## config.mk

```make
export PLATFORM = sky130hd
export DESIGN_NAME = sequential_correlation_prefetcher_flat
export DESIGN_NICKNAME = d
export VERILOG_FILES = /design/src/hw/rtl/scp_pkg.sv /design/src/hw/rtl/scp_acc_if.sv /design/src/hw/rtl/scp_pf_if.sv /design/src/hw/rtl/sequential_correlation_prefetcher.sv /design/src/flat_wrapper.sv
export SDC_FILE = /design/constraint.sdc
export NUM_CORES = 2
export LEC_CHECK = 0
export BUFFER_PORTS_ARGS = -buffer_cell sky130_fd_sc_hd__buf_4
export CAP_MARGIN = 5
export CORE_UTILIZATION = 40
export DETAILED_ROUTE_END_ITERATION = 16
export GPL_TIMING_DRIVEN = 0
export PLACE_DENSITY = 0.54
export SLEW_MARGIN = 20
export SYNTH_ARGS = -nofsm -noshare
export SYNTH_HDL_FRONTEND = slang
export SYNTH_SLANG_ARGS = --single-unit
```

## constraint.sdc

```tcl
create_clock -name i_clk -period 6.2 [get_ports i_clk]
set_clock_uncertainty 0.15 [all_clocks]
set_input_delay 1.55 -clock i_clk [delete_from_list [all_inputs] [get_ports i_clk]]
set_output_delay 1.55 -clock i_clk [all_outputs]
set_load 0.01 [all_outputs]
```

## src/hw/rtl/scp_pkg.sv

```systemverilog
package scp_pkg;

    localparam int ADDR_W        = 32;
    localparam int DEGREE_W      = 5;
    localparam int LINE_W        = 17;
    localparam int COUNT_W       = 5;
    localparam int CFG_IDX_W     = 1;
    localparam int CFG_DATA_W    = LINE_W;

    localparam int HISTORY_DEPTH = 64;
    localparam int MAX_DEGREE    = 16;
    localparam int CORR_LIMIT    = 2;
    localparam int FOUND_W       = $clog2(CORR_LIMIT + 1);

    localparam logic [CFG_IDX_W-1:0] CFG_IDX_DEGREE = 1'b0;
    localparam logic [CFG_IDX_W-1:0] CFG_IDX_LINE   = 1'b1;

    localparam logic [DEGREE_W-1:0] DEGREE_RESET = 5'd0;
    localparam logic [LINE_W-1:0]   LINE_RESET   = 17'd64;

endpackage

```

## src/hw/rtl/scp_acc_if.sv

```systemverilog
interface scp_acc_if;
    logic                          valid;
    logic                          ready;
    logic [scp_pkg::ADDR_W-1:0]    access_address;
    logic                          was_miss;

    modport source(output valid, output access_address, output was_miss, input ready);
    modport sink(input valid, input access_address, input was_miss, output ready);
endinterface

```

## src/hw/rtl/scp_pf_if.sv

```systemverilog
interface scp_pf_if;
    logic                          valid;
    logic                          ready;
    logic [scp_pkg::ADDR_W-1:0]    prefetch_address;
    logic                          last_of_run;
    logic [scp_pkg::COUNT_W-1:0]   issued_count;

    modport source(output valid, output prefetch_address, output last_of_run,
                   output issued_count, input ready);
    modport sink(input valid, input prefetch_address, input last_of_run,
                 input issued_count, output ready);
endinterface

```

## src/hw/rtl/sequential_correlation_prefetcher.sv

```systemverilog
// channel   dir  payload                                          transaction
// i_acc     in   access_address[31:0], was_miss                   valid & ready
// o_pf      out  prefetch_address[31:0], last_of_run, issued_count valid & ready
// i_cfg     in   i_cfg_idx, i_cfg_data                            i_cfg_we
//
// one access at a time: an accept state, a history walk over at most fill entries
// (one read a cycle from the history memory, read data registered, ends early after
// two correlation hits), then one prefetch a cycle while o_pf is not stalled (degree + hits).
// reset sets config to its defaults and clears history fill count and head; no clearing pass.
// a stalled o_pf holds its output register; i_acc is ready only between accesses.
module sequential_correlation_prefetcher #(
    parameter int HISTORY_DEPTH = scp_pkg::HISTORY_DEPTH,
    parameter int MAX_DEGREE    = scp_pkg::MAX_DEGREE
) (
    input  logic                               i_clk,
    input  logic                               i_rst_n,
    scp_acc_if.sink                            i_acc,
    scp_pf_if.source                           o_pf,
    input  logic                               i_cfg_we,
    input  logic [scp_pkg::CFG_IDX_W-1:0]      i_cfg_idx,
    input  logic [scp_pkg::CFG_DATA_W-1:0]     i_cfg_data
);

    localparam int AW  = scp_pkg::ADDR_W;
    localparam int PW  = (HISTORY_DEPTH > 1) ? $clog2(HISTORY_DEPTH) : 1;
    localparam int FW  = $clog2(HISTORY_DEPTH + 1);
    localparam int DW  = (MAX_DEGREE > 1) ? $clog2(MAX_DEGREE + 1) : 1;
    localparam int CW  = $clog2(MAX_DEGREE + scp_pkg::CORR_LIMIT + 1);
    localparam int NW  = scp_pkg::FOUND_W;

    typedef enum logic [1:0] {
        S_IDLE,
        S_WALK,
        S_EMIT
    } t_state;

    t_state                         r_state;
    logic [scp_pkg::DEGREE_W-1:0]   r_cfg_degree;
    logic [scp_pkg::LINE_W-1:0]     r_cfg_line;

    logic [AW:0]                    r_mem [HISTORY_DEPTH];
    logic [AW:0]                    r_rd_data;

    logic [PW-1:0]                  r_head;
    logic [FW-1:0]                  r_fill;
    logic [PW-1:0]                  r_rd_ptr;
    logic [FW-1:0]                  r_rd_cnt;
    logic                           r_dv;

    logic [AW-1:0]                  r_addr;
    logic                           r_miss;
    logic [DW-1:0]                  r_deg;
    logic [AW-1:0]                  r_seq;

    logic                           r_follow_ok;
    logic [AW-1:0]                  r_follow;
    logic                           r_prev_ok;
    logic [AW-1:0]                  r_prev;
    logic [NW-1:0]                  r_found;
    logic [AW-1:0]                  r_corr0;
    logic [AW-1:0]                  r_corr1;

    logic [CW-1:0]                  r_k;
    logic                           r_out_valid;
    logic [AW-1:0]                  r_out_addr;
    logic                           r_out_last;
    logic [scp_pkg::COUNT_W-1:0]    r_out_count;

    logic                           acc_fire;
    logic                           rd_en;
    logic                           proc;
    logic                           hit;
    logic                           walk_done;
    logic [CW-1:0]                  total;
    logic                           out_load;
    logic                           k_last;
    logic [DW-1:0]                  n_deg;
    logic [PW-1:0]                  n_head;

    assign i_acc.ready = (r_state == S_IDLE);
    assign acc_fire    = i_acc.valid && (r_state == S_IDLE);

    assign n_deg = (int'(r_cfg_degree) > MAX_DEGREE) ? DW'(MAX_DEGREE) : DW'(r_cfg_degree);

    assign rd_en     = (r_state == S_WALK) && (r_rd_cnt != r_fill);
    assign proc      = (r_state == S_WALK) && r_dv && (r_found != NW'(scp_pkg::CORR_LIMIT));
    assign hit       = (r_rd_data[AW:1] == r_addr);
    assign walk_done = (r_state == S_WALK) &&
                       ((r_found == NW'(scp_pkg::CORR_LIMIT)) ||
                        ((r_rd_cnt == r_fill) && !r_dv));
    assign n_head    = (r_head == PW'(HISTORY_DEPTH - 1)) ? '0 : r_head + 1'b1;

    assign total    = CW'(r_deg) + CW'(r_found);
    assign out_load = (r_state == S_EMIT) && (!r_out_valid || o_pf.ready);
    assign k_last   = (r_k == total - 1'b1);

    assign o_pf.valid            = r_out_valid;
    assign o_pf.prefetch_address = r_out_addr;
    assign o_pf.last_of_run      = r_out_last;
    assign o_pf.issued_count     = r_out_count;

    // history memory: one read port, one write port
    always_ff @(posedge i_clk) begin
        if (rd_en) begin
            r_rd_data <= r_mem[r_rd_ptr];
        end
        if (walk_done) begin
            r_mem[r_head] <= {r_addr, r_miss};
        end
    end

    always_ff @(posedge i_clk) begin
        if (!i_rst_n) begin
            r_state      <= S_IDLE;
            r_cfg_degree <= scp_pkg::DEGREE_RESET;
            r_cfg_line   <= scp_pkg::LINE_RESET;
            r_head       <= '0;
            r_fill       <= '0;
            r_dv         <= 1'b0;
            r_found      <= '0;
            r_out_valid  <= 1'b0;
        end else begin
            if (i_cfg_we) begin
                case (i_cfg_idx)
                    scp_pkg::CFG_IDX_DEGREE: begin
                        r_cfg_degree <= i_cfg_data[scp_pkg::DEGREE_W-1:0];
                    end
                    scp_pkg::CFG_IDX_LINE: begin
                        r_cfg_line <= i_cfg_data[scp_pkg::LINE_W-1:0];
                    end
                    default: begin
                    end
                endcase
            end

            if (r_out_valid && o_pf.ready && !out_load) begin
                r_out_valid <= 1'b0;
            end

            r_dv <= rd_en;

            case (r_state)
                S_IDLE: begin
                    if (acc_fire) begin
                        r_addr      <= i_acc.access_address;
                        r_miss      <= i_acc.was_miss;
                        r_deg       <= n_deg;
                        r_seq       <= i_acc.access_address + AW'(r_cfg_line);
                        r_rd_ptr    <= (r_head == '0) ? PW'(HISTORY_DEPTH - 1) : r_head - 1'b1;
                        r_rd_cnt    <= '0;
                        r_follow_ok <= 1'b0;
                        r_follow    <= '0;
                        r_prev_ok   <= 1'b0;
                        r_prev      <= '0;
                        r_found     <= '0;
                        r_state     <= S_WALK;
                    end
                end
                S_WALK: begin
                    if (rd_en) begin
                        r_rd_cnt <= r_rd_cnt + 1'b1;
                        r_rd_ptr <= (r_rd_ptr == '0) ? PW'(HISTORY_DEPTH - 1) : r_rd_ptr - 1'b1;
                    end
                    if (proc) begin
                        if (hit) begin
                            if (r_follow_ok && r_prev_ok && (r_follow == r_prev)) begin
                                if (r_found == '0) begin
                                    r_corr0 <= r_prev;
                                end else begin
                                    r_corr1 <= r_prev;
                                end
                                r_found <= r_found + 1'b1;
                            end
                            r_prev_ok   <= r_follow_ok;
                            r_prev      <= r_follow;
                            r_follow_ok <= 1'b0;
                            r_follow    <= '0;
                        end else if (r_rd_data[0]) begin
                            r_follow_ok <= 1'b1;
                            r_follow    <= r_rd_data[AW:1];
                        end
                    end
                    if (walk_done) begin
                        r_head <= n_head;
                        if (r_fill != FW'(HISTORY_DEPTH)) begin
                            r_fill <= r_fill + 1'b1;
                        end
                        r_k     <= '0;
                        r_state <= (total == '0) ? S_IDLE : S_EMIT;
                    end
                end
                S_EMIT: begin
                    if (out_load) begin
                        r_out_valid <= 1'b1;
                        if (r_k < CW'(r_deg)) begin
                            r_out_addr <= r_seq;
                            r_seq      <= r_seq + AW'(r_cfg_line);
                        end else if (r_k == CW'(r_deg)) begin
                            r_out_addr <= r_corr0;
                        end else begin
                            r_out_addr <= r_corr1;
                        end
                        r_out_last  <= k_last;
                        r_out_count <= k_last ? scp_pkg::COUNT_W'(total) : '0;
                        r_k         <= r_k + 1'b1;
                        if (k_last) begin
                            r_state <= S_IDLE;
                        end
                    end
                end
                default: begin
                    r_state <= S_IDLE;
                end
            endcase
        end
    end

    // emit index stays inside the run
    a_emit_in_range: assert property (@(posedge i_clk) disable iff (!i_rst_n)
        (r_state == S_EMIT) |-> (r_k < total))
        else $error("emit index beyond run length");

    // every finished walk appends one history entry
    a_fill_grows: assert property (@(posedge i_clk) disable iff (!i_rst_n)
        walk_done |=> ((r_fill == $past(r_fill) + 1'b1) ||
                       ($past(r_fill) == FW'(HISTORY_DEPTH))))
        else $error("history fill count not advanced");

    // the walk never reads more entries than have been written
    a_walk_bound: assert property (@(posedge i_clk) disable iff (!i_rst_n)
        (r_state == S_WALK) |-> (r_rd_cnt <= r_fill))
        else $error("history walk past written entries");

    // no new access while a run is still being emitted
    a_no_accept_emit: assert property (@(posedge i_clk) disable iff (!i_rst_n)
        (r_state == S_EMIT) |-> !i_acc.ready)
        else $error("access accepted during emit");

endmodule
```

## src/flat_wrapper.sv

```systemverilog
// flat-port wrapper written by rule: the top's interface ports become plain ports
module sequential_correlation_prefetcher_flat 
#(
    parameter int HISTORY_DEPTH = scp_pkg::HISTORY_DEPTH,
    parameter int MAX_DEGREE    = scp_pkg::MAX_DEGREE
)
  (i_clk, i_rst_n, i_cfg_we, i_cfg_idx, i_cfg_data, i_acc_valid, i_acc_access_address, i_acc_was_miss, i_acc_ready, o_pf_valid, o_pf_prefetch_address, o_pf_last_of_run, o_pf_issued_count, o_pf_ready);
  scp_acc_if i_acc_i ();
  scp_pf_if o_pf_i ();
  input  logic i_clk;
  input  logic i_rst_n;
  input  logic i_cfg_we;
  input  logic [scp_pkg::CFG_IDX_W-1:0] i_cfg_idx;
  input  logic [scp_pkg::CFG_DATA_W-1:0] i_cfg_data;
  input wire logic [$bits(i_acc_i.valid)-1:0] i_acc_valid;
  input wire logic [$bits(i_acc_i.access_address)-1:0] i_acc_access_address;
  input wire logic [$bits(i_acc_i.was_miss)-1:0] i_acc_was_miss;
  output wire logic [$bits(i_acc_i.ready)-1:0] i_acc_ready;
  output wire logic [$bits(o_pf_i.valid)-1:0] o_pf_valid;
  output wire logic [$bits(o_pf_i.prefetch_address)-1:0] o_pf_prefetch_address;
  output wire logic [$bits(o_pf_i.last_of_run)-1:0] o_pf_last_of_run;
  output wire logic [$bits(o_pf_i.issued_count)-1:0] o_pf_issued_count;
  input wire logic [$bits(o_pf_i.ready)-1:0] o_pf_ready;
  assign i_acc_i.valid = i_acc_valid;
  assign i_acc_i.access_address = i_acc_access_address;
  assign i_acc_i.was_miss = i_acc_was_miss;
  assign i_acc_ready = i_acc_i.ready;
  assign o_pf_valid = o_pf_i.valid;
  assign o_pf_prefetch_address = o_pf_i.prefetch_address;
  assign o_pf_last_of_run = o_pf_i.last_of_run;
  assign o_pf_issued_count = o_pf_i.issued_count;
  assign o_pf_i.ready = o_pf_ready;
  sequential_correlation_prefetcher #(.HISTORY_DEPTH(HISTORY_DEPTH), .MAX_DEGREE(MAX_DEGREE)) u_core (.i_clk(i_clk), .i_rst_n(i_rst_n), .i_acc(i_acc_i), .o_pf(o_pf_i), .i_cfg_we(i_cfg_we), .i_cfg_idx(i_cfg_idx), .i_cfg_data(i_cfg_data));
endmodule
```

==> impl_metrics.ini <==
[sta]
final.min_clock_period_ns = 5.71
slew_violations = 0
slew_headroom = 0.203
fin_ws_ns = 0.486
rsz0062_at_grt = no
achievable-frequency_mhz = 175
timing.final.crit_share = 0.922
timing.final.setup_violations = 0
timing.setup.tns_ns = 0
tightestPinTransition_ns = 1.20
finalHoldViolCount = 0

[final_layout]
post_route_cells_drive_above_1_share = 0.306
area_growth_from_synthesis_to_layout_pct = 17.9
instances_no_fill = 8098
finish.net_count = 4830
finalCoreUtilization = 0.475

[floorplan]
design.portCount = 96
chipHeight_um = 489
fp.coreArea_um2 = 235000
start_util = 0.403
die_x_um = 489
fp-row-count = 178
die_area_um2 = 239000

[hold_path]
class_of_the_most_critical_hold_timing_path = flip-flop to flip-flop

[placement]
dp_hpwl_um = 187000
io_buffer_count = 95
place_congestion = 0.877
place.detailed.instances = 7641
dp_slack_ns = 0.590

[flow_run]
timing.max_cap.violations = 0

[detailed_routing]
ant_nets = 0
detail_route.wl_per_cell_um = 32.6
route.final.wire_length_um = 264000
detailed_route_vias_per_instance = 5.66
drt_iter0_markers = 5569
iteration_count_of_the_initial_detailed_routing_pass = 7
route.detailed.drc = 0
routed-via-count = 45800

[setup_path]
worstPathBufferInverterCount = 5
setup.worst_path.end_class = flip-flop
data_arrival_time_of_the_critical_path_ns = 6.18
cp.required_ns = 6.67
setup.worst_path.class = flip-flop to flip-flop
start_kind = flip-flop
largest_fanout_on_the_critical_path = 10
slowest_cell_on_crit_path = sky130_fd_sc_hd__a31oi_1
critical_path.max_stage_delay_ns = 0.66
crit_family = buffers and inverters
worstPathCellList = inv_1 -> ha_1 -> clkbuf_1 -> buf_1 -> clkbuf_1 -> mux2_2 -> ha_1 -> inv_1 -> fa_1 -> nor2b_1 -> o2111ai_1 -> a41oi_1 -> o211ai_1 -> a31oi_1 -> nand4_1 -> nor3_1 -> xnor2_1

[clocking]
cts_sinks = 2442
cts.htree.levels = 4
cts_inserted_buffers = 240
tritoncts = yes
cts_hold_repair.buffers = 0
clock_tree.buffer_depth = 3
worstSkewPairLatency_ns = 0.88
postCtsSetupRepairBufs = 0
root_buf_cell = sky130_fd_sc_hd__clkbuf_16
clk_pin_slew_worst_paths_ns = 0.06
postCtsResizedCells = 0

[grt]
globalRouteOverflowTotal = 0
grt_start_max_net_pins = 36
antenna_violations_before_repair = 17
first_global_vias = 46500
wire_length_of_the_first_global_routing_pass_um = 367000
grt_util_all_layers = 0.222

[logic_synthesis]
synth_top_area_cell = sky130_fd_sc_hd__edfxtp_1
number_of_enable_type_register_cells_in_the_synthesized_netlist = 2401
yosys.cell_types.count = 55
avgSynthCellArea_um2 = 22.7
synth.top_cell.area_share = 0.760
leading_post_synthesis_cells_by_cell_area = sky130_fd_sc_hd__edfxtp_1 (76%), sky130_fd_sc_hd__mux4_2 (16%), sky130_fd_sc_hd__dfxtp_1 (0.87%)
ys_warn_count = 0
synth-seq-area-share = 0.769
netlist_area_um2 = 94900
async_reset_ff_frac = 0
syn-num-nets = 4280
ys_seq_elements = 2442
syn-instance-count = 4183
synth-main-ff-cell = sky130_fd_sc_hd__edfxtp_1

[power_and_ir_drop]
irDropWorstVdd_mv = 0.246
power_per_cell_area_nw_per_um2 = 321
seq_power_share = 0.523
switching_share = 0.232
power.leakage_nw = 35.5
power_switching_mw = 8.33
clockPowerShare = 0.389
combPwrFrac = 0.088
total_power_mw = 35.9
power_report.internal_total_mw = 27.5

[run_status]
run_status = finished, final reports clean
-- sequential cells by signal (all words and copies together) (netlist names), 5 cells and up --
register,flops
u_core.r_mem,2112
u_core.r_rd_data,33
u_core.o_pf.prefetch_address,32
u_core.r_addr,32
u_core.r_corr0,32
u_core.r_corr1,32
u_core.r_follow,32
u_core.r_prev,32
u_core.r_seq,32
u_core.r_cfg_line,17
u_core.r_fill,7
u_core.r_rd_cnt,7
u_core.r_head,6
u_core.r_rd_ptr,6
u_core.o_pf.issued_count,5
u_core.r_cfg_degree,5
u_core.r_deg,5
u_core.r_k,5
-- cell type report --
class | instances | area (um2)
Inverter | 30 | 113
Tap cell | 3150 | 3940
Antenna cell | 11 | 27.5
Multi-Input combinational cell | 1505 | 21500
Timing Repair Buffer | 308 | 5040
Clock inverter | 137 | 1060
Buffer | 206 | 910
Sequential cell | 2442 | 72900
Fill cell | 19200 | 124000
Clock buffer | 309 | 6380
-- routing by layer --
layer / global-route usage / wire [um] / vias to the layer above
met5: 0 / 32 / -
met4: 0.0698 / 8670 / 4
met3: 0.0381 / 17900 / 402
met2: 0.354 / 126000 / 1623
met1: 0.313 / 112000 / 25000
li1: - / - / 18800
-- power by group through the flow --
stage	clock [mW]	combinational, mW	sequential [mW]
finish	14.0	3.16	18.8
global route	14.8	3.33	18.8
CTS	14.2	3.19	18.8
detailed placement	0	3.18	19.1
global placement	0	2.63	19.4
floorplan	0	1.67	19.1
-- synth_stat cells, types with 23 or more instances --
cell,count
sky130_fd_sc_hd__and3_1,39
sky130_fd_sc_hd__nand3_1,27
sky130_fd_sc_hd__xnor2_1,92
sky130_fd_sc_hd__ha_1,39
sky130_fd_sc_hd__a21oi_1,69
sky130_fd_sc_hd__mux2_2,23
sky130_fd_sc_hd__mux4_2,688
sky130_fd_sc_hd__clkbuf_1,116
sky130_fd_sc_hd__buf_2,55
sky130_fd_sc_hd__xor2_1,45
sky130_fd_sc_hd__nor2_1,151
sky130_fd_sc_hd__and2_1,43
sky130_fd_sc_hd__edfxtp_1,2401
sky130_fd_sc_hd__nand2_1,73
sky130_fd_sc_hd__mux2i_1,60
sky130_fd_sc_hd__dfxtp_1,41
sky130_fd_sc_hd__buf_1,27
sky130_fd_sc_hd__inv_1,30
sky130_fd_sc_hd__nand4_1,23
-- tightest hold or removal path: cells and delay by family, from the launching register on --
kind | cells | cell delay (ns)
and+or+nand+nor | 1 | 0.05
DFF | 1 | 0.31
AOI/OAI and AO/OA | 1 | 0.05
-- cell usage in the layout (no fill, tap or decap), types with 68 or more instances in the layout --
cell / synthesis / final
sky130_fd_sc_hd__nor2_1: 151 / 88
sky130_fd_sc_hd__buf_4: 2 / 97
sky130_fd_sc_hd__clkbuf_1: 116 / 163
sky130_fd_sc_hd__mux4_2: 688 / 688
sky130_fd_sc_hd__xnor2_1: 92 / 92
sky130_fd_sc_hd__edfxtp_1: 2401 / 2401
sky130_fd_sc_hd__a21oi_1: 69 / 68
sky130_fd_sc_hd__nand2_1: 73 / 73
sky130_fd_sc_hd__buf_8: 0 / 83
sky130_fd_sc_hd__buf_16: 0 / 70
sky130_fd_sc_hd__clkbuf_16: 0 / 244
-- worst paths after layout --
kind                   startpoint                    to  slack, ns  cells past startpoint
min          u_core.r_cfg_line[0]  u_core.r_cfg_line[0]       0.31                      2
max             u_core.r_state[0]      u_core.r_seq[28]       0.49                     17
max reg2reg     u_core.r_state[0]      u_core.r_seq[28]       0.49                     17
min reg2reg  u_core.r_cfg_line[0]  u_core.r_cfg_line[0]       0.31                      2
-- logic make-up (layout without fill, tap and decap cells) --
| group | Yosys count | count (layout) | share of synthesized area |
|---|---|---|---|
| AOI/OAI and AO/OA | 139 | 139 | 0.00882 |
| xor gates and xnor gates | 137 | 137 | 0.0126 |
| adders and majority gates | 41 | 41 | 0.00557 |
| buffers and inverters | 236 | 990 | 0.0106 |
| DFF | 2442 | 2442 | 0.769 |
| muxes | 771 | 771 | 0.172 |
| other | 0 | 11 | 0 |
| and+or+nand+nor | 417 | 417 | 0.0215 |
-- through the flow --
step                      hold slack (ns)  cell area [um2]
after floorplan                     0.291            94900
after global placement              0.299            99500
after detailed placement            0.305           104000
after CTS                           0.314           112000
after global routing                0.337           112000
final                               0.312           112000
Note: power is estimated with default switching activity, not from simulation.
